### config.mk
export PLATFORM = sky130hd
export DESIGN_NAME = tiled_4bpp_glyph_blit
export DESIGN_NICKNAME = d
export VERILOG_FILES = /design/src/hdl/tgb_pkg.sv /design/src/hdl/tgb_front.sv /design/src/hdl/tgb_queue.sv /design/src/hdl/tgb_back.sv /design/src/hdl/tiled_4bpp_glyph_blit.sv
export VERILOG_INCLUDE_DIRS = /design/src /design/src/hdl
export SDC_FILE = /design/constraint.sdc
export NUM_CORES = 1
export LEC_CHECK = 0
export BUFFER_PORTS_ARGS = -buffer_cell sky130_fd_sc_hd__buf_2
export CELL_PAD_IN_SITES_DETAIL_PLACEMENT = 1
export CELL_PAD_IN_SITES_GLOBAL_PLACEMENT = 1
export CORE_MARGIN = 10
export CORE_UTILIZATION = 40
export CTS_CLUSTER_SIZE = 16
export DETAILED_ROUTE_END_ITERATION = 8
export GPL_TIMING_DRIVEN = 0
export HOLD_SLACK_MARGIN = 0.02
export PLACE_DENSITY = 0.78
export SLEW_MARGIN = 20
export SYNTH_ARGS = -nofsm -noshare
export SYNTH_HDL_FRONTEND = slang
export SYNTH_SLANG_ARGS = --single-unit
### constraint.sdc
create_clock -name aclk -period 8 [get_ports aclk]
set_clock_uncertainty 0.15 [all_clocks]
set_input_delay 0.8 -clock aclk [delete_from_list [all_inputs] [get_ports aclk]]
set_output_delay 0.8 -clock aclk [all_outputs]
set_load 0.01 [all_outputs]
### src/hdl/tiled_4bpp_glyph_blit_defines.svh
// Assertion helpers used by the blitter back end
`ifndef TILED_4BPP_GLYPH_BLIT_DEFINES_SVH
`define TILED_4BPP_GLYPH_BLIT_DEFINES_SVH

// antecedent implies consequent in the same cycle
`define TGB_ASSERT_IMP(lbl, clk, rst_n, ante, cons, msg) \
    lbl: assert property (@(posedge clk) disable iff (!rst_n) (ante) |-> (cons)) else $error(msg);

// antecedent implies consequent in the following cycle
`define TGB_ASSERT_NXT(lbl, clk, rst_n, ante, cons, msg) \
    lbl: assert property (@(posedge clk) disable iff (!rst_n) (ante) |=> (cons)) else $error(msg);

`endif

### src/hdl/tgb_pkg.sv
package tgb_pkg;

    localparam int TILE_PIXELS      = 8;
    localparam int DEF_MAX_TILES    = 32;
    localparam int QUEUE_DEPTH      = 2;

    localparam int TILES_W          = 6;
    localparam int OFFSET_W         = 15;
    localparam int PX_W             = 9;

    // register indexes on the configuration port
    localparam logic REG_WIDTH_TILES  = 1'b0;
    localparam logic REG_HEIGHT_TILES = 1'b1;

    // one classified glyph row waiting to be expanded into nibble writes
    typedef struct packed {
        logic [31:0]          pixel_row;
        logic [7:0]           mask;      // opaque, in-range columns
        logic [PX_W-1:0]      px_base;   // pixel column of column 0
        logic [OFFSET_W-1:0]  row_off;   // byte offset of the target pixel row
    } tgb_entry_t;

endpackage

### src/hdl/tgb_front.sv
module tgb_front
    import tgb_pkg::*;
(
    input  logic [TILES_W-1:0] width_tiles,
    input  logic [TILES_W-1:0] height_tiles,
    input  logic [31:0]        pixel_row,
    input  logic [1:0]         quadrant,
    input  logic [2:0]         row_in_quadrant,
    input  logic [7:0]         origin_x,
    input  logic [7:0]         origin_y,
    input  logic [4:0]         glyph_width,
    input  logic [4:0]         glyph_height,
    output tgb_entry_t         entry,
    output logic               has_writes
);

    logic signed [9:0]  span_x;
    logic signed [9:0]  span_y;
    logic signed [9:0]  qcols;
    logic signed [9:0]  qrows;
    logic               row_ok;
    logic [PX_W-1:0]    py;
    logic [11:0]        tile_row_prod;
    logic [16:0]        row_bytes;
    logic [7:0]         mask;

    always_comb begin
        span_x = $signed({1'b0, width_tiles, 3'b000}) - $signed({2'b00, origin_x});
        if (span_x > $signed({5'b00000, glyph_width})) begin
            span_x = $signed({5'b00000, glyph_width});
        end
        span_y = $signed({1'b0, height_tiles, 3'b000}) - $signed({2'b00, origin_y});
        if (span_y > $signed({5'b00000, glyph_height})) begin
            span_y = $signed({5'b00000, glyph_height});
        end

        // right and bottom quadrants take whatever lies beyond the first eight
        qcols = quadrant[0] ? span_x - 10'sd8 : span_x;
        if (qcols > 10'sd8) begin
            qcols = 10'sd8;
        end
        qrows = quadrant[1] ? span_y - 10'sd8 : span_y;
        if (qrows > 10'sd8) begin
            qrows = 10'sd8;
        end

        row_ok = (span_x > 10'sd0) && (span_y > 10'sd0) && (qcols > 10'sd0)
                 && ($signed({7'b0000000, row_in_quadrant}) < qrows);

        for (int c = 0; c < 8; c++) begin
            mask[c] = row_ok && ($signed(10'(c)) < qcols) && (pixel_row[4*c +: 4] != 4'h0);
        end

        py            = {1'b0, origin_y} + {5'b00000, quadrant[1], 3'b000}
                        + {6'b000000, row_in_quadrant};
        tile_row_prod = {6'b000000, py[8:3]} * {6'b000000, width_tiles};
        row_bytes     = {tile_row_prod, 5'b00000};
    end

    assign entry.pixel_row = pixel_row;
    assign entry.mask      = mask;
    assign entry.px_base   = {1'b0, origin_x} + {5'b00000, quadrant[0], 3'b000};
    assign entry.row_off   = row_bytes[OFFSET_W-1:0] + {10'b0, py[2:0], 2'b00};
    assign has_writes      = |mask;

endmodule

### src/hdl/tgb_queue.sv
module tgb_queue
    import tgb_pkg::*;
#(
    parameter int DEPTH = QUEUE_DEPTH
) (
    input  logic       aclk,
    input  logic       aresetn,
    input  logic       push,
    input  tgb_entry_t push_entry,
    input  logic       pop,
    output tgb_entry_t head,
    output logic       not_empty,
    output logic       full
);

    localparam int PTR_W = (DEPTH > 1) ? $clog2(DEPTH) : 1;
    localparam int CNT_W = $clog2(DEPTH + 1);

    tgb_entry_t         slot_reg [DEPTH];
    logic [PTR_W-1:0]   wr_ptr_reg, wr_ptr_next;
    logic [PTR_W-1:0]   rd_ptr_reg, rd_ptr_next;
    logic [CNT_W-1:0]   count_reg, count_next;

    function automatic logic [PTR_W-1:0] ptr_inc(input logic [PTR_W-1:0] p);
        logic [PTR_W-1:0] r;
        if (p == PTR_W'(DEPTH - 1)) begin
            r = '0;
        end else begin
            r = p + 1'b1;
        end
        return r;
    endfunction

    always_comb begin
        wr_ptr_next = push ? ptr_inc(wr_ptr_reg) : wr_ptr_reg;
        rd_ptr_next = pop  ? ptr_inc(rd_ptr_reg) : rd_ptr_reg;
        count_next  = count_reg + CNT_W'(push) - CNT_W'(pop);
    end

    always_ff @(posedge aclk) begin
        if (!aresetn) begin
            wr_ptr_reg <= '0;
            rd_ptr_reg <= '0;
            count_reg  <= '0;
        end else begin
            wr_ptr_reg <= wr_ptr_next;
            rd_ptr_reg <= rd_ptr_next;
            count_reg  <= count_next;
        end
    end

    always_ff @(posedge aclk) begin
        if (push) begin
            slot_reg[wr_ptr_reg] <= push_entry;
        end
    end

    assign head      = slot_reg[rd_ptr_reg];
    assign not_empty = (count_reg != '0);
    assign full      = (count_reg == CNT_W'(DEPTH));

endmodule

### src/hdl/tgb_back.sv
`include "tiled_4bpp_glyph_blit_defines.svh"

module tgb_back
    import tgb_pkg::*;
(
    input  logic        aclk,
    input  logic        aresetn,
    input  tgb_entry_t  head,
    input  logic        head_valid,
    output logic        pop,
    output logic        m_tvalid,
    input  logic        m_tready,
    output logic [23:0] m_tdata,
    output logic        m_tuser,
    output logic        m_tlast
);

    logic [7:0]          done_reg, done_next;
    logic                m_tvalid_reg, m_tvalid_next;
    logic [OFFSET_W-1:0] offset_reg;
    logic [3:0]          color_reg;
    logic                high_reg;
    logic                last_reg;

    logic [7:0]          pending;
    logic [7:0]          pick;
    logic [7:0]          remain;
    logic [2:0]          col;
    logic [PX_W-1:0]     px;
    logic [OFFSET_W-1:0] offset;
    logic                load;

    always_comb begin
        pending = head.mask & ~done_reg;
        pick    = pending & (~pending + 8'd1);   // lowest opaque column left
        remain  = pending & ~pick;
        col     = '0;
        for (int i = 0; i < 8; i++) begin
            if (pick[i]) begin
                col = 3'(i);
            end
        end
        px     = head.px_base + {6'b000000, col};
        offset = head.row_off + {4'b0000, px[8:3], 5'b00000} + {13'b0, px[2:1]};

        load = head_valid && (!m_tvalid_reg || m_tready);
        pop  = load && (remain == 8'h00);

        if (pop) begin
            done_next = '0;
        end else if (load) begin
            done_next = done_reg | pick;
        end else begin
            done_next = done_reg;
        end

        if (load) begin
            m_tvalid_next = 1'b1;
        end else if (m_tready) begin
            m_tvalid_next = 1'b0;
        end else begin
            m_tvalid_next = m_tvalid_reg;
        end
    end

    always_ff @(posedge aclk) begin
        if (!aresetn) begin
            done_reg     <= '0;
            m_tvalid_reg <= 1'b0;
        end else begin
            done_reg     <= done_next;
            m_tvalid_reg <= m_tvalid_next;
        end
    end

    always_ff @(posedge aclk) begin
        if (load) begin
            offset_reg <= offset;
            color_reg  <= head.pixel_row[4*col +: 4];
            high_reg   <= px[0];
            last_reg   <= (remain == 8'h00);
        end
    end

    assign m_tvalid = m_tvalid_reg;
    assign m_tdata  = {5'b00000, color_reg, offset_reg};
    assign m_tuser  = high_reg;
    assign m_tlast  = last_reg;

    `TGB_ASSERT_NXT(a_pop_gives_last, aclk, aresetn, pop, m_tvalid && m_tlast, "row retired without a last write")
    `TGB_ASSERT_IMP(a_done_in_mask, aclk, aresetn, head_valid, (done_reg & ~head.mask) == 8'h00, "done bits outside row mask")
    `TGB_ASSERT_IMP(a_done_clear_idle, aclk, aresetn, !head_valid, done_reg == 8'h00, "done bits left with queue empty")
    `TGB_ASSERT_IMP(a_one_pick, aclk, aresetn, load, $onehot(pick), "write issued without exactly one column")

endmodule

### src/hdl/tiled_4bpp_glyph_blit.sv
// A row's first nibble write reaches m_ through the row queue and then the output register.
// The expander issues one write per cycle while m_tready allows; a row with k opaque
// in-range pixels gives k writes, and a row that writes nothing never enters the queue.
// Input side is limited by a two-entry row queue ahead of the one-per-cycle expander.
// Reset (synchronous, aresetn low): window width and height return to one tile,
// the queue empties and m_tvalid drops.
module tiled_4bpp_glyph_blit
    import tgb_pkg::*;
#(
    parameter int MAX_WINDOW_TILES = DEF_MAX_TILES
) (
    input  logic        aclk,
    input  logic        aresetn,

    input  logic        s_tvalid,
    output logic        s_tready,
    // pixel_row[31:0], quadrant[33:32], row_in_quadrant[36:34], origin_x[44:37],
    // origin_y[52:45], glyph_width[57:53], glyph_height[62:58]
    input  logic [63:0] s_tdata,

    output logic        m_tvalid,
    input  logic        m_tready,
    // byte_offset[14:0], pixel_color[18:15]
    output logic [23:0] m_tdata,
    // high_nibble[0]
    output logic        m_tuser,
    output logic        m_tlast,

    input  logic        psel,
    input  logic        penable,
    input  logic        pwrite,
    input  logic [2:0]  paddr,
    input  logic [31:0] pwdata,
    output logic [31:0] prdata,
    output logic        pready
);

    logic [TILES_W-1:0] width_tiles_reg, width_tiles_next;
    logic [TILES_W-1:0] height_tiles_reg, height_tiles_next;
    logic [TILES_W-1:0] wr_tiles;
    logic               cfg_write;

    tgb_entry_t         front_entry;
    tgb_entry_t         head;
    logic               has_writes;
    logic               q_not_empty;
    logic               q_full;
    logic               q_pop;

    assign pready    = 1'b1;
    assign cfg_write = psel && penable && pwrite && pready;
    assign wr_tiles  = (pwdata[TILES_W-1:0] > TILES_W'(MAX_WINDOW_TILES))
                       ? TILES_W'(MAX_WINDOW_TILES) : pwdata[TILES_W-1:0];

    always_comb begin
        width_tiles_next  = width_tiles_reg;
        height_tiles_next = height_tiles_reg;
        if (cfg_write) begin
            case (paddr[2])
                REG_WIDTH_TILES:  width_tiles_next  = wr_tiles;
                REG_HEIGHT_TILES: height_tiles_next = wr_tiles;
                default: ;
            endcase
        end
    end

    always_ff @(posedge aclk) begin
        if (!aresetn) begin
            width_tiles_reg  <= TILES_W'(1);
            height_tiles_reg <= TILES_W'(1);
        end else begin
            width_tiles_reg  <= width_tiles_next;
            height_tiles_reg <= height_tiles_next;
        end
    end

    always_comb begin
        case (paddr[2])
            REG_WIDTH_TILES:  prdata = {26'b0, width_tiles_reg};
            REG_HEIGHT_TILES: prdata = {26'b0, height_tiles_reg};
            default:          prdata = '0;
        endcase
    end

    assign s_tready = !q_full;

    tgb_front u_front (
        .width_tiles     (width_tiles_reg),
        .height_tiles    (height_tiles_reg),
        .pixel_row       (s_tdata[31:0]),
        .quadrant        (s_tdata[33:32]),
        .row_in_quadrant (s_tdata[36:34]),
        .origin_x        (s_tdata[44:37]),
        .origin_y        (s_tdata[52:45]),
        .glyph_width     (s_tdata[57:53]),
        .glyph_height    (s_tdata[62:58]),
        .entry           (front_entry),
        .has_writes      (has_writes)
    );

    tgb_queue #(
        .DEPTH (QUEUE_DEPTH)
    ) u_queue (
        .aclk       (aclk),
        .aresetn    (aresetn),
        .push       (s_tvalid && s_tready && has_writes),
        .push_entry (front_entry),
        .pop        (q_pop),
        .head       (head),
        .not_empty  (q_not_empty),
        .full       (q_full)
    );

    tgb_back u_back (
        .aclk       (aclk),
        .aresetn    (aresetn),
        .head       (head),
        .head_valid (q_not_empty),
        .pop        (q_pop),
        .m_tvalid   (m_tvalid),
        .m_tready   (m_tready),
        .m_tdata    (m_tdata),
        .m_tuser    (m_tuser),
        .m_tlast    (m_tlast)
    );

endmodule
==> results.json, run 1 <==
{
  "run_status": "completed",
  "post_cts_resize_count": 0,
  "finalMaxSlewViolations": 0,
  "timing.critical_path.required_ns": 7.97,
  "route.detailed.wl_per_inst_um": 19.2,
  "postLayoutCoreUtil": 0.474,
  "cts.clk_slew.worst_paths_ns": 0.07,
  "netlist.area_leader.share": 0.432,
  "count_of_placed_standard_cells_in_the_final_layout_fillers_left_out": 1341,
  "detail_route.iter0.violations": 399,
  "cts_tree": "built",
  "firstDrtPassIters": 4,
  "critical_path.max_fanout": 26,
  "timing.final.setup_violations": 0,
  "groute.layer.met2.usage": 0.285,
  "max_cap_violations": 0,
  "first_global_vias": 7628,
  "via_per_inst": 5.21,
  "worstSkewPairLatency_ns": 0.43,
  "slew_headroom": 0.361,
  "ys.flop_type": "sky130_fd_sc_hd__edfxtp_1",
  "largest_register_ff_count": 124,
  "number_of_flops_mapped_to_enable_cells_by_yosys": 145,
  "antenna_violations_before_repair": 2,
  "synthTopCellsByArea": "sky130_fd_sc_hd__edfxtp_1 43%, sky130_fd_sc_hd__ha_1 7.2%, sky130_fd_sc_hd__dfxtp_1 5.2%",
  "clock_tree.root_cell": "sky130_fd_sc_hd__clkbuf_16",
  "grt_first_pass_wirelength_um": 40800,
  "reg2reg_setup_slack_ns": 1.28,
  "die_area_um2": 31900,
  "row_count": 58,
  "floorplan.die.width_um": 179,
  "worstReg2RegStart": "height_tiles_reg[0]",
  "nets": 1178,
  "fin_worst_hold_slack_ns": 0.331,
  "layout-drive-gt1-share": 0.236,
  "grt_use_met1": 0.200,
  "timing.critical_path.arrival_ns": 6.90,
  "grt.busiest_layer": "met2",
  "total_power_mw": 2.00,
  "gpl.final_weighted_congestion": 0.825,
  "cts_hold_buffers": 0,
  "drcViolationCount": 0,
  "critPathCaptureType": "flop",
  "mappedNetlistArea_um2": 10100,
  "min_tclk_post_route_ns": 6.93,
  "number_of_clock_sinks_seen_by_cts": 171,
  "tritoncts.num_buffers": 17,
  "htreeDepth": 4,
  "netlist_top_cells_count": "145 x sky130_fd_sc_hd__edfxtp_1, 58 x sky130_fd_sc_hd__ha_1, 52 x sky130_fd_sc_hd__inv_1, 52 x sky130_fd_sc_hd__nor2_1, 50 x sky130_fd_sc_hd__nand2_1",
  "fmax_mhz": 144,
  "min_delay_path_class": "reg2reg",
  "synthDominantAreaCellType": "sky130_fd_sc_hd__edfxtp_1",
  "period_utilisation_layout": 0.866,
  "initial_core_util": 0.404,
  "synth_seq_area_share": 0.484,
  "r2r_cells": 23,
  "maximum_number_of_pins_on_one_net_before_global_route_repair": 37,
  "timing.hold.worst_endpoint": "u_back.done_reg[0]",
  "ys_types": 75,
  "syn-mean-instance-area_um2": 12.0,
  "criticalPathCategory": "in2reg",
  "synthToLayoutAreaGrowth_pct": 17.4,
  "layout.cell_area.non_filler_um2": 11800,
  "synthArstFlopShare": 0,
  "yosysWarnings": 0,
  "yosys.cell_count.top_type": "sky130_fd_sc_hd__edfxtp_1",
  "place.port_buffers": 103,
  "p_per_area_nw_per_um2": 169,
  "coreArea_um2": 25000,
  "worst_ir_drop_vdd_mv": 0.131,
  "detailed_place_hpwl_um": 20000,
  "filler_cell_count": 2705,
  "top_level_ports": 167,
  "post_detailed_placement_cell_area_um2": 11200,
  "synth_seq_cells": 171,
  "cellLeakagePower_nw": 4.77,
  "global_route.overflow_total": 0,
  "place_inst": 1306,
  "clock_tree.buffer_depth": 2,
  "report.final.hold_viol_count": 0,
  "dr_vias": 6986,
  "synthCells": 839,
  "regToRegEndpoint": "u_queue.slot_reg[0][61]",
  "antenna_violating_nets_post_route": 0,
  "startpoint_type": "primary input",
  "met3_capacity_usage_during_global_routing": 0.0362,
  "cts_setup_buffers": 0,
  "setup_repair_after_global_routing_missed_its_margin": "false",
  "timing.hold.worst_path_depth": 2,
  "worstHoldStart": "u_back.done_reg[0]",
  "chipHeight_um": 179,
  "routed_wirelength_um": 25700,
  "tightest_slew_ns": 0.958,
  "all_layer_gr_usage": 0.163
}
[metrics by stage]
step                setup WS (ns)  setup TNS (ns)
floorplan                   0.687               0
global placement           -0.916          -96.87
detailed placement          0.653               0
CTS                         0.989               0
global route                0.591               0
finish                       1.07               0
[cell type report]
class	count	area, um^2	area share
clock buffer	18	439	0.0371
multi-input combinational	597	4820	0.408
clock inverter	14	150	0.0127
timing repair buffer	107	611	0.0516
antenna	3	7.51	0.000635
inverter	52	195	0.0165
sequential	171	4870	0.412
tap	330	413	0.0349
buffer	49	313	0.0265
[power breakdown]
group / internal [mW] / switching [mW]
registers: 0.965 / 0.00186
logic: 0.0871 / 0.123
clock network: 0.449 / 0.373
total: 1.50 / 0.499
[cell usage in the layout (no fill, tap or decap), types with 4 or more instances in the layout]
cell,synthesis,layout
sky130_fd_sc_hd__and2_1,26,25
sky130_fd_sc_hd__or4_1,5,5
sky130_fd_sc_hd__clkbuf_16,0,17
sky130_fd_sc_hd__nor4_1,4,4
sky130_fd_sc_hd__dfxtp_1,26,26
sky130_fd_sc_hd__xnor2_1,32,32
sky130_fd_sc_hd__or2_2,6,6
sky130_fd_sc_hd__buf_4,32,32
sky130_fd_sc_hd__a21boi_0,5,5
sky130_fd_sc_hd__nand2_1,50,50
sky130_fd_sc_hd__inv_6,0,6
sky130_fd_sc_hd__o21bai_1,6,6
sky130_fd_sc_hd__mux2_2,21,21
sky130_fd_sc_hd__inv_1,52,52
sky130_fd_sc_hd__o21a_1,6,6
sky130_fd_sc_hd__or3_1,6,6
sky130_fd_sc_hd__nor2_1,52,51
sky130_fd_sc_hd__mux2i_1,43,43
sky130_fd_sc_hd__fa_1,19,19
sky130_fd_sc_hd__conb_1,2,32
sky130_fd_sc_hd__a31oi_1,11,11
sky130_fd_sc_hd__nand2b_1,8,8
sky130_fd_sc_hd__a32oi_1,4,4
sky130_fd_sc_hd__buf_2,1,104
sky130_fd_sc_hd__xor2_1,13,13
sky130_fd_sc_hd__a21o_1,5,5
sky130_fd_sc_hd__o22ai_1,6,6
sky130_fd_sc_hd__nor2b_1,23,22
sky130_fd_sc_hd__a21oi_1,34,34
sky130_fd_sc_hd__o21ai_0,15,15
sky130_fd_sc_hd__nor3_1,17,17
sky130_fd_sc_hd__o211ai_1,6,6
sky130_fd_sc_hd__mux4_2,16,16
sky130_fd_sc_hd__nand3_1,13,13
sky130_fd_sc_hd__edfxtp_1,145,145
sky130_fd_sc_hd__clkbuf_1,13,13
sky130_fd_sc_hd__ha_1,58,58
[cells by family after synthesis]
family,after synthesis,share of synthesized area
AND/OR/NAND/NOR,231,0.121
flip-flops,171,0.484
AO/OA/AOI/OAI,131,0.0923
buffers and inverters,101,0.0504
multiplexers,80,0.102
adder cells (fa/ha/maj),78,0.111
XOR/XNOR,45,0.0391
other,2,0.000746
[critical path, stage by stage]
cell and delay [ns]:
sky130_fd_sc_hd__buf_2 0.16, sky130_fd_sc_hd__inv_1 0.08, sky130_fd_sc_hd__ha_1 0.25, sky130_fd_sc_hd__a31oi_1 0.21, sky130_fd_sc_hd__xnor2_1 0.22, sky130_fd_sc_hd__ha_1 0.31, sky130_fd_sc_hd__nand2_1 0.07, sky130_fd_sc_hd__o22ai_1 0.06
sky130_fd_sc_hd__a21oi_1 0.22, sky130_fd_sc_hd__nor4_2 0.08, sky130_fd_sc_hd__a21oi_2 0.43, sky130_fd_sc_hd__mux2i_1 0.37, sky130_fd_sc_hd__ha_1 0.17, sky130_fd_sc_hd__nand2_1 0.06, sky130_fd_sc_hd__or2_2 0.28, sky130_fd_sc_hd__o221a_2 0.28
sky130_fd_sc_hd__or2_2 0.30, sky130_fd_sc_hd__ha_1 0.27, sky130_fd_sc_hd__o21a_1 0.17, sky130_fd_sc_hd__o21a_1 0.16, sky130_fd_sc_hd__o41ai_1 0.08, sky130_fd_sc_hd__o211ai_2 0.31, sky130_fd_sc_hd__a311oi_2 0.51, sky130_fd_sc_hd__nor2b_4 0.74
sky130_fd_sc_hd__buf_12 0.28
[how the worst max path moves through the flow]
stage,from,endpoint,slack [ns],cells after the start
floorplan,s_tdata[48],u_queue.slot_reg[0][10],0.69,23
global placement,s_tdata[49],u_queue.slot_reg[0][47],-0.92,21
detailed placement,s_tdata[49],u_queue.slot_reg[0][47],0.65,22
CTS,s_tdata[49],u_queue.slot_reg[0][61],0.99,22
global route,s_tdata[48],u_queue.slot_reg[0][44],0.59,25
finish,s_tdata[45],u_queue.slot_reg[0][61],1.07,25
[routing by layer]
metal	up-vias	part of all wire
met5	-	0.00082
met4	4	0.013
met3	23	0.049
met2	150	0.51
met1	3474	0.43
li1	3335	-
No activity file was read; power rests on OpenSTA's default activity.
==> inputs of run 2 (changes only) <==
--- a/config.mk
+++ b/config.mk
@@ -16,6 +16,7 @@
 export GPL_TIMING_DRIVEN = 0
 export HOLD_SLACK_MARGIN = 0.02
 export PLACE_DENSITY = 0.78
+export REMOVE_ABC_BUFFERS = 1
 export SLEW_MARGIN = 20
 export SYNTH_ARGS = -nofsm -noshare
 export SYNTH_HDL_FRONTEND = slang
==> run 2 against run 1 <==
Final cell count down 3.5%. Via count down 2.6%. Core utilization down 1.1 points.
==> results.json, run 2 (synthesized netlist as in run 1, its figures left out) <==
{
  "run_status": "completed",
  "layout-drive-gt1-share": 0.216,
  "tightest_slew_ns": 0.708,
  "drcViolationCount": 0,
  "gpl.final_weighted_congestion": 0.855,
  "tritoncts.num_buffers": 17,
  "worst_ir_drop_vdd_mv": 0.127,
  "timing.critical_path.required_ns": 7.98,
  "cts.clk_slew.worst_paths_ns": 0.07,
  "report.final.hold_viol_count": 0,
  "detail_route.wirelength.met1_um": 10700,
  "number_of_clock_sinks_seen_by_cts": 171,
  "layout.cell_area.non_filler_um2": 11600,
  "clock_tree.root_cell": "sky130_fd_sc_hd__clkbuf_16",
  "top_level_ports": 167,
  "detailed_place_hpwl_um": 19200,
  "cellLeakagePower_nw": 4.60,
  "worstSkewPairLatency_ns": 0.44,
  "setup.worst_path.start": "s_tdata[45]",
  "post_cts_resize_count": 0,
  "initial_core_util": 0.404,
  "nets": 1133,
  "critPathCaptureType": "flop",
  "r2r_cells": 24,
  "coreArea_um2": 25000,
  "antenna_violating_nets_post_route": 0,
  "startpoint_type": "primary input",
  "via_per_inst": 5.26,
  "worstHoldStart": "u_back.done_reg[0]",
  "timing.hold.worst_path_depth": 2,
  "reg2reg_setup_slack_ns": 1.21,
  "grt_first_pass_wirelength_um": 40400,
  "maximum_number_of_pins_on_one_net_before_global_route_repair": 42,
  "filler_cell_count": 2716,
  "detailroute.wirelength.met3_um": 1290,
  "min_delay_path_class": "reg2reg",
  "multiInputGateArea_um2": 4830,
  "highest_layer": "met5",
  "worstReg2RegStart": "height_tiles_reg[0]",
  "criticalPathCategory": "in2reg",
  "most_frequent_cells_in_the_layout": "145 x sky130_fd_sc_hd__edfxtp_1, 105 x sky130_fd_sc_hd__buf_2, 58 x sky130_fd_sc_hd__ha_1, 52 x sky130_fd_sc_hd__inv_1, 51 x sky130_fd_sc_hd__nor2_1",
  "all_layer_gr_usage": 0.163,
  "firstDrtPassIters": 6,
  "regToRegEndpoint": "u_queue.slot_reg[0][63]",
  "setup_repair_after_global_routing_missed_its_margin": "false",
  "slew_headroom": 0.528,
  "first_global_vias": 7421,
  "row_count": 58,
  "timing.final.setup_violations": 0,
  "largest_register_ff_count": 124,
  "post-place-ws_ns": 0.531,
  "min_tclk_post_route_ns": 6.97,
  "mostFrequentLayoutCell": "sky130_fd_sc_hd__edfxtp_1",
  "antenna_violations_before_repair": 2,
  "detail_route.iter0.violations": 343,
  "floorplan.die.width_um": 179,
  "cts_tree": "built",
  "p_per_area_nw_per_um2": 173,
  "timing.hold.worst_endpoint": "u_back.done_reg[0]",
  "htreeDepth": 4,
  "dr_vias": 6801,
  "period_utilisation_layout": 0.872,
  "chipHeight_um": 179,
  "critical_path.max_fanout": 24,
  "post_detailed_placement_cell_area_um2": 11000,
  "fmax_mhz": 143,
  "route.detailed.wl_per_inst_um": 19.6,
  "place.port_buffers": 105,
  "count_of_placed_standard_cells_in_the_final_layout_fillers_left_out": 1294,
  "route.met2.wl_um": 13100,
  "setup_ws_ns": 1.03,
  "clock_tree.buffer_depth": 2,
  "die_area_um2": 31900,
  "finalMaxSlewViolations": 0,
  "timing.critical_path.arrival_ns": 6.95,
  "routed_wirelength_um": 25400,
  "cts_hold_buffers": 0,
  "place_inst": 1260,
  "cts_setup_buffers": 0,
  "max_cap_violations": 0,
  "synthToLayoutAreaGrowth_pct": 14.7,
  "global_route.overflow_total": 0,
  "fin_worst_hold_slack_ns": 0.357,
  "final-seq-area_um2": 4880
}
==> run 2: cell count changes in the layout (fill, tap and decap cells not counted), moves of 2 or more <==
cell / before / now
sky130_fd_sc_hd__inv_6: 6 / 2
sky130_fd_sc_hd__clkbuf_1: 13 / 0
sky130_fd_sc_hd__diode_2: 3 / 1
sky130_fd_sc_hd__inv_8: 1 / 3
sky130_fd_sc_hd__buf_1: 2 / 0
sky130_fd_sc_hd__buf_4: 32 / 0
sky130_fd_sc_hd__clkinv_1: 0 / 2
==> run 2: worst max-delay path by stage <==
stage | slack (ns) | cells after the start | to
floorplan | -0.49 | 23 | u_queue.slot_reg[0][10]
global placement | -2.74 | 23 | u_queue.slot_reg[0][56]
detailed placement | 0.53 | 25 | u_queue.slot_reg[0][41]
CTS | 0.98 | 25 | u_queue.slot_reg[0][63]
global route | 0.60 | 26 | u_queue.slot_reg[0][63]
finish | 1.03 | 26 | u_queue.slot_reg[0][63]
==> run 2: stage by stage <==
| step | util | setup TNS [ns] | total power, mW |
|---|---|---|---|
| after floorplan | - | -30.23 | 1.11 |
| after global placement | 0.433 | -209.68 | 1.17 |
| after detailed placement | 0.439 | 0 | 1.18 |
| after CTS | 0.463 | 0 | 2.01 |
| after global routing | 0.463 | 0 | 2.07 |
| final | 0.463 | 0 | 2.00 |
==> run 2: final cells by class <==
type	count	area share
Clock inverter	15	0.0142
Clock buffer	17	0.0368
Timing Repair Buffer	111	0.0561
Sequential cell	171	0.422
Multi-Input combinational cell	597	0.418
Inverter	52	0.0169
Antenna cell	1	0.000216
Tap cell	330	0.0357
==> run 2: worst max-delay path: stages <==
cell and delay, ns:
sky130_fd_sc_hd__buf_2 0.15, sky130_fd_sc_hd__inv_1 0.09, sky130_fd_sc_hd__ha_1 0.24, sky130_fd_sc_hd__a31oi_1 0.21, sky130_fd_sc_hd__xnor2_1 0.20, sky130_fd_sc_hd__ha_1 0.31
sky130_fd_sc_hd__nand2_1 0.07, sky130_fd_sc_hd__o22ai_1 0.06, sky130_fd_sc_hd__a21oi_1 0.21, sky130_fd_sc_hd__nor4_2 0.08, sky130_fd_sc_hd__a21oi_2 0.45, sky130_fd_sc_hd__mux2i_1 0.22
sky130_fd_sc_hd__ha_1 0.31, sky130_fd_sc_hd__nand2_1 0.06, sky130_fd_sc_hd__or2_2 0.28, sky130_fd_sc_hd__o221a_2 0.27, sky130_fd_sc_hd__or2_2 0.30, sky130_fd_sc_hd__ha_1 0.28
sky130_fd_sc_hd__o21a_1 0.17, sky130_fd_sc_hd__o21a_1 0.16, sky130_fd_sc_hd__o41ai_1 0.08, sky130_fd_sc_hd__o211ai_2 0.28, sky130_fd_sc_hd__a311oi_2 0.51, sky130_fd_sc_hd__nor2b_4 0.64
sky130_fd_sc_hd__buf_12 0.27, sky130_fd_sc_hd__buf_12 0.20
==> run 2: layer usage <==
| layer | vias up | GRT usage |
|---|---|---|
| met5 | - | 0 |
| met4 | 2 | 0.0468 |
| met3 | 18 | 0.0364 |
| met2 | 144 | 0.291 |
| met1 | 3388 | 0.191 |
| li1 | 3249 | - |
==> run 2: power breakdown <==
| group | internal, mW | switching [mW] |
|---|---|---|
| clock network | 0.466 | 0.370 |
| logic | 0.0759 | 0.119 |
| registers | 0.965 | 0.00214 |
| total | 1.51 | 0.491 |
==> inputs of run 3 (changes only) <==
--- a/config.mk
+++ b/config.mk
@@ -6,16 +6,17 @@
 export SDC_FILE = /design/constraint.sdc
 export NUM_CORES = 1
 export LEC_CHECK = 0
+export ABC_AREA = 1
 export BUFFER_PORTS_ARGS = -buffer_cell sky130_fd_sc_hd__buf_2
-export CELL_PAD_IN_SITES_DETAIL_PLACEMENT = 1
+export CELL_PAD_IN_SITES_DETAIL_PLACEMENT = 0
 export CELL_PAD_IN_SITES_GLOBAL_PLACEMENT = 1
 export CORE_MARGIN = 10
-export CORE_UTILIZATION = 40
+export CORE_UTILIZATION = 39
 export CTS_CLUSTER_SIZE = 16
 export DETAILED_ROUTE_END_ITERATION = 8
 export GPL_TIMING_DRIVEN = 0
 export HOLD_SLACK_MARGIN = 0.02
-export PLACE_DENSITY = 0.78
+export PLACE_DENSITY = 0.8
 export REMOVE_ABC_BUFFERS = 1
 export SLEW_MARGIN = 20
 export SYNTH_ARGS = -nofsm -noshare
==> run 3 against run 2 <==
Core utilization is 1.4 points lower. Highest routed layer unchanged. Largest cell class unchanged. Sequential share of layout area is 1.6 points lower. Worst hold slack worse by 0.055 ns. Critical endpoint is now u_queue.slot_reg[0][11]. Synthesized cell count is 42% higher.
==> results.json, run 3 <==
{
  "route.detailed.wl_per_inst_um": 15.1,
  "drcViolationCount": 0,
  "finalMaxSlewViolations": 0,
  "r2r_cells": 40,
  "most_frequent_cells_in_the_layout": "221 x sky130_fd_sc_hd__nand2_1, 163 x sky130_fd_sc_hd__nor2_1, 161 x sky130_fd_sc_hd__inv_1, 145 x sky130_fd_sc_hd__edfxtp_1, 105 x sky130_fd_sc_hd__buf_2",
  "netlist_top_cells_count": "221 x sky130_fd_sc_hd__nand2_1, 164 x sky130_fd_sc_hd__nor2_1, 163 x sky130_fd_sc_hd__inv_1, 145 x sky130_fd_sc_hd__edfxtp_1, 65 x sky130_fd_sc_hd__o21ai_0",
  "setup_ws_ns": 1.54,
  "cpPeakStageDelay_ns": 0.57,
  "synthTopCellsByArea": "sky130_fd_sc_hd__edfxtp_1 41%, sky130_fd_sc_hd__nand2_1 7.9%, sky130_fd_sc_hd__ha_1 6.9%",
  "period_utilisation_layout": 0.807,
  "place.port_buffers": 105,
  "ys_types": 48,
  "via_per_inst": 4.82,
  "final.setup.tns_ns": 0,
  "timing.hold.worst_endpoint": "u_back.done_reg[5]",
  "setup_repair_after_global_routing_missed_its_margin": "false",
  "grt_first_pass_wirelength_um": 40100,
  "layout-drive-gt1-share": 0.170,
  "mappedNetlistArea_um2": 10500,
  "timing.critical_path.required_ns": 7.99,
  "htreeDepth": 4,
  "mostFrequentLayoutCell": "sky130_fd_sc_hd__nand2_1",
  "number_of_clock_sinks_seen_by_cts": 171,
  "synthToLayoutAreaGrowth_pct": 14.1,
  "synthCells": 1191,
  "first_global_vias": 7755,
  "slew_headroom": 0.528,
  "all_layer_gr_usage": 0.149,
  "timing.final.setup_violations": 0,
  "tritoncts.num_buffers": 17,
  "syn-mean-instance-area_um2": 8.84,
  "critical_path.max_fanout": 23,
  "dr_vias": 7966,
  "cts.clk_slew.worst_paths_ns": 0.07,
  "antenna_violations_before_repair": 1,
  "yosysWarnings": 0,
  "maximum_number_of_pins_on_one_net_before_global_route_repair": 57,
  "cp_slowest_cell": "sky130_fd_sc_hd__nor2_4",
  "cts_hold_buffers": 0,
  "criticalPathCategory": "in2reg",
  "synthArstFlopShare": 0,
  "synth_seq_area_share": 0.463,
  "cts_setup_buffers": 0,
  "clock_tree.root_cell": "sky130_fd_sc_hd__clkbuf_16",
  "min_delay_path_class": "reg2reg",
  "critPathCaptureType": "flop",
  "report.final.hold_viol_count": 0,
  "largest_register_ff_count": 124,
  "die_area_um2": 34000,
  "worstSkewPairLatency_ns": 0.44,
  "ys.flop_type": "sky130_fd_sc_hd__edfxtp_1",
  "detail_route.iter0.violations": 492,
  "worst_ir_drop_vdd_mv": 0.126,
  "reg2reg_setup_slack_ns": 1.72,
  "tightest_slew_ns": 0.707,
  "fmax_mhz": 155,
  "setup.worst_path.start": "s_tdata[48]",
  "coreArea_um2": 26700,
  "cellLeakagePower_nw": 5.46,
  "top_level_ports": 167,
  "routed_wirelength_um": 25000,
  "run_status": "completed",
  "gpl.final_weighted_congestion": 0.856,
  "worstReg2RegStart": "height_tiles_reg[0]",
  "floorplan.die.width_um": 184,
  "row_count": 60,
  "max_cap_violations": 0,
  "initial_core_util": 0.394,
  "regToRegEndpoint": "u_queue.slot_reg[0][11]",
  "number_of_flops_mapped_to_enable_cells_by_yosys": 145,
  "p_per_area_nw_per_um2": 184,
  "post_cts_resize_count": 0,
  "yosys.cell_count.top_type": "sky130_fd_sc_hd__nand2_1",
  "timing.critical_path.arrival_ns": 6.44,
  "worstHoldStart": "u_back.done_reg[5]",
  "clock_tree.buffer_depth": 2,
  "total_power_mw": 2.21,
  "cts_tree": "built",
  "post-place-ws_ns": 1.05,
  "detailed_place_hpwl_um": 19100,
  "chipHeight_um": 184,
  "global_route.overflow_total": 0,
  "timing.hold.worst_path_depth": 2,
  "netlist.area_leader.share": 0.414,
  "startpoint_type": "primary input",
  "cpMostUsedCell": "sky130_fd_sc_hd__nand2_1",
  "synthDominantAreaCellType": "sky130_fd_sc_hd__edfxtp_1",
  "antenna_violating_nets_post_route": 0,
  "min_tclk_post_route_ns": 6.46,
  "synth_seq_cells": 171,
  "firstDrtPassIters": 5,
  "nets": 1482
}
run 3: kinds of logic after synthesis:
| logic type | Yosys count | synth area share |
|---|---|---|
| AND/OR/NAND/NOR | 530 | 0.225 |
| buffers and inverters | 227 | 0.0943 |
| multiplexers | 5 | 0.00476 |
| adder cells (fa/ha/maj) | 78 | 0.106 |
| flip-flops | 171 | 0.463 |
| AO/OA/AOI/OAI | 143 | 0.0768 |
| XOR/XNOR | 35 | 0.0291 |
| other | 2 | 0.000714 |
run 3: per-layer routing:
layer  track usage  routed length, um
met5             0                 13
met4        0.0357                213
met3        0.0354               1620
met2         0.237              11300
met1         0.199              11900
run 3: critical path: cells and delay by family:
| family | cells | cell delay [ns] |
|---|---|---|
| AND/OR/NAND/NOR | 27 | 3.10 |
| adder cells (fa/ha/maj) | 4 | 1.08 |
| buffers and inverters | 7 | 0.86 |
| AO/OA/AOI/OAI | 4 | 0.56 |
run 3: how the worst max path moves through the flow:
stage | slack, ns | to | depth (start not counted)
final | 1.54 | u_queue.slot_reg[0][11] | 42
after global routing | 0.81 | u_queue.slot_reg[0][11] | 42
after CTS | 1.49 | u_queue.slot_reg[0][20] | 42
after detailed placement | 1.05 | u_queue.slot_reg[0][14] | 39
after global placement | -2.28 | u_queue.slot_reg[0][14] | 37
after floorplan | 0.07 | u_queue.slot_reg[0][10] | 36
run 3: through the flow:
step	hold slack [ns]	std cells	utilization	instance area [um^2]
finish	0.303	1654	0.449	12000
global route	0.325	1653	0.449	12000
CTS	0.303	1653	0.449	12000
detailed placement	0.289	1621	0.427	11400
global placement	0.285	1616	0.421	11300
floorplan	0.275	1170	-	10300
run 3: cell type report:
cell class,instances,area (um^2)
fillers,2587,14700
flip-flops and latches,171,4880
multi-input cells,823,4790
inverters,176,666
repair buffers,110,656
well taps,341,427
clock buffers,17,425
clock inverters,15,166
diodes,1,2.50
run 3: where the power goes:
part | switching [mW] | internal [mW]
Sequential | 0.00807 | 0.999
Clock | 0.412 | 0.421
Combinational | 0.239 | 0.126
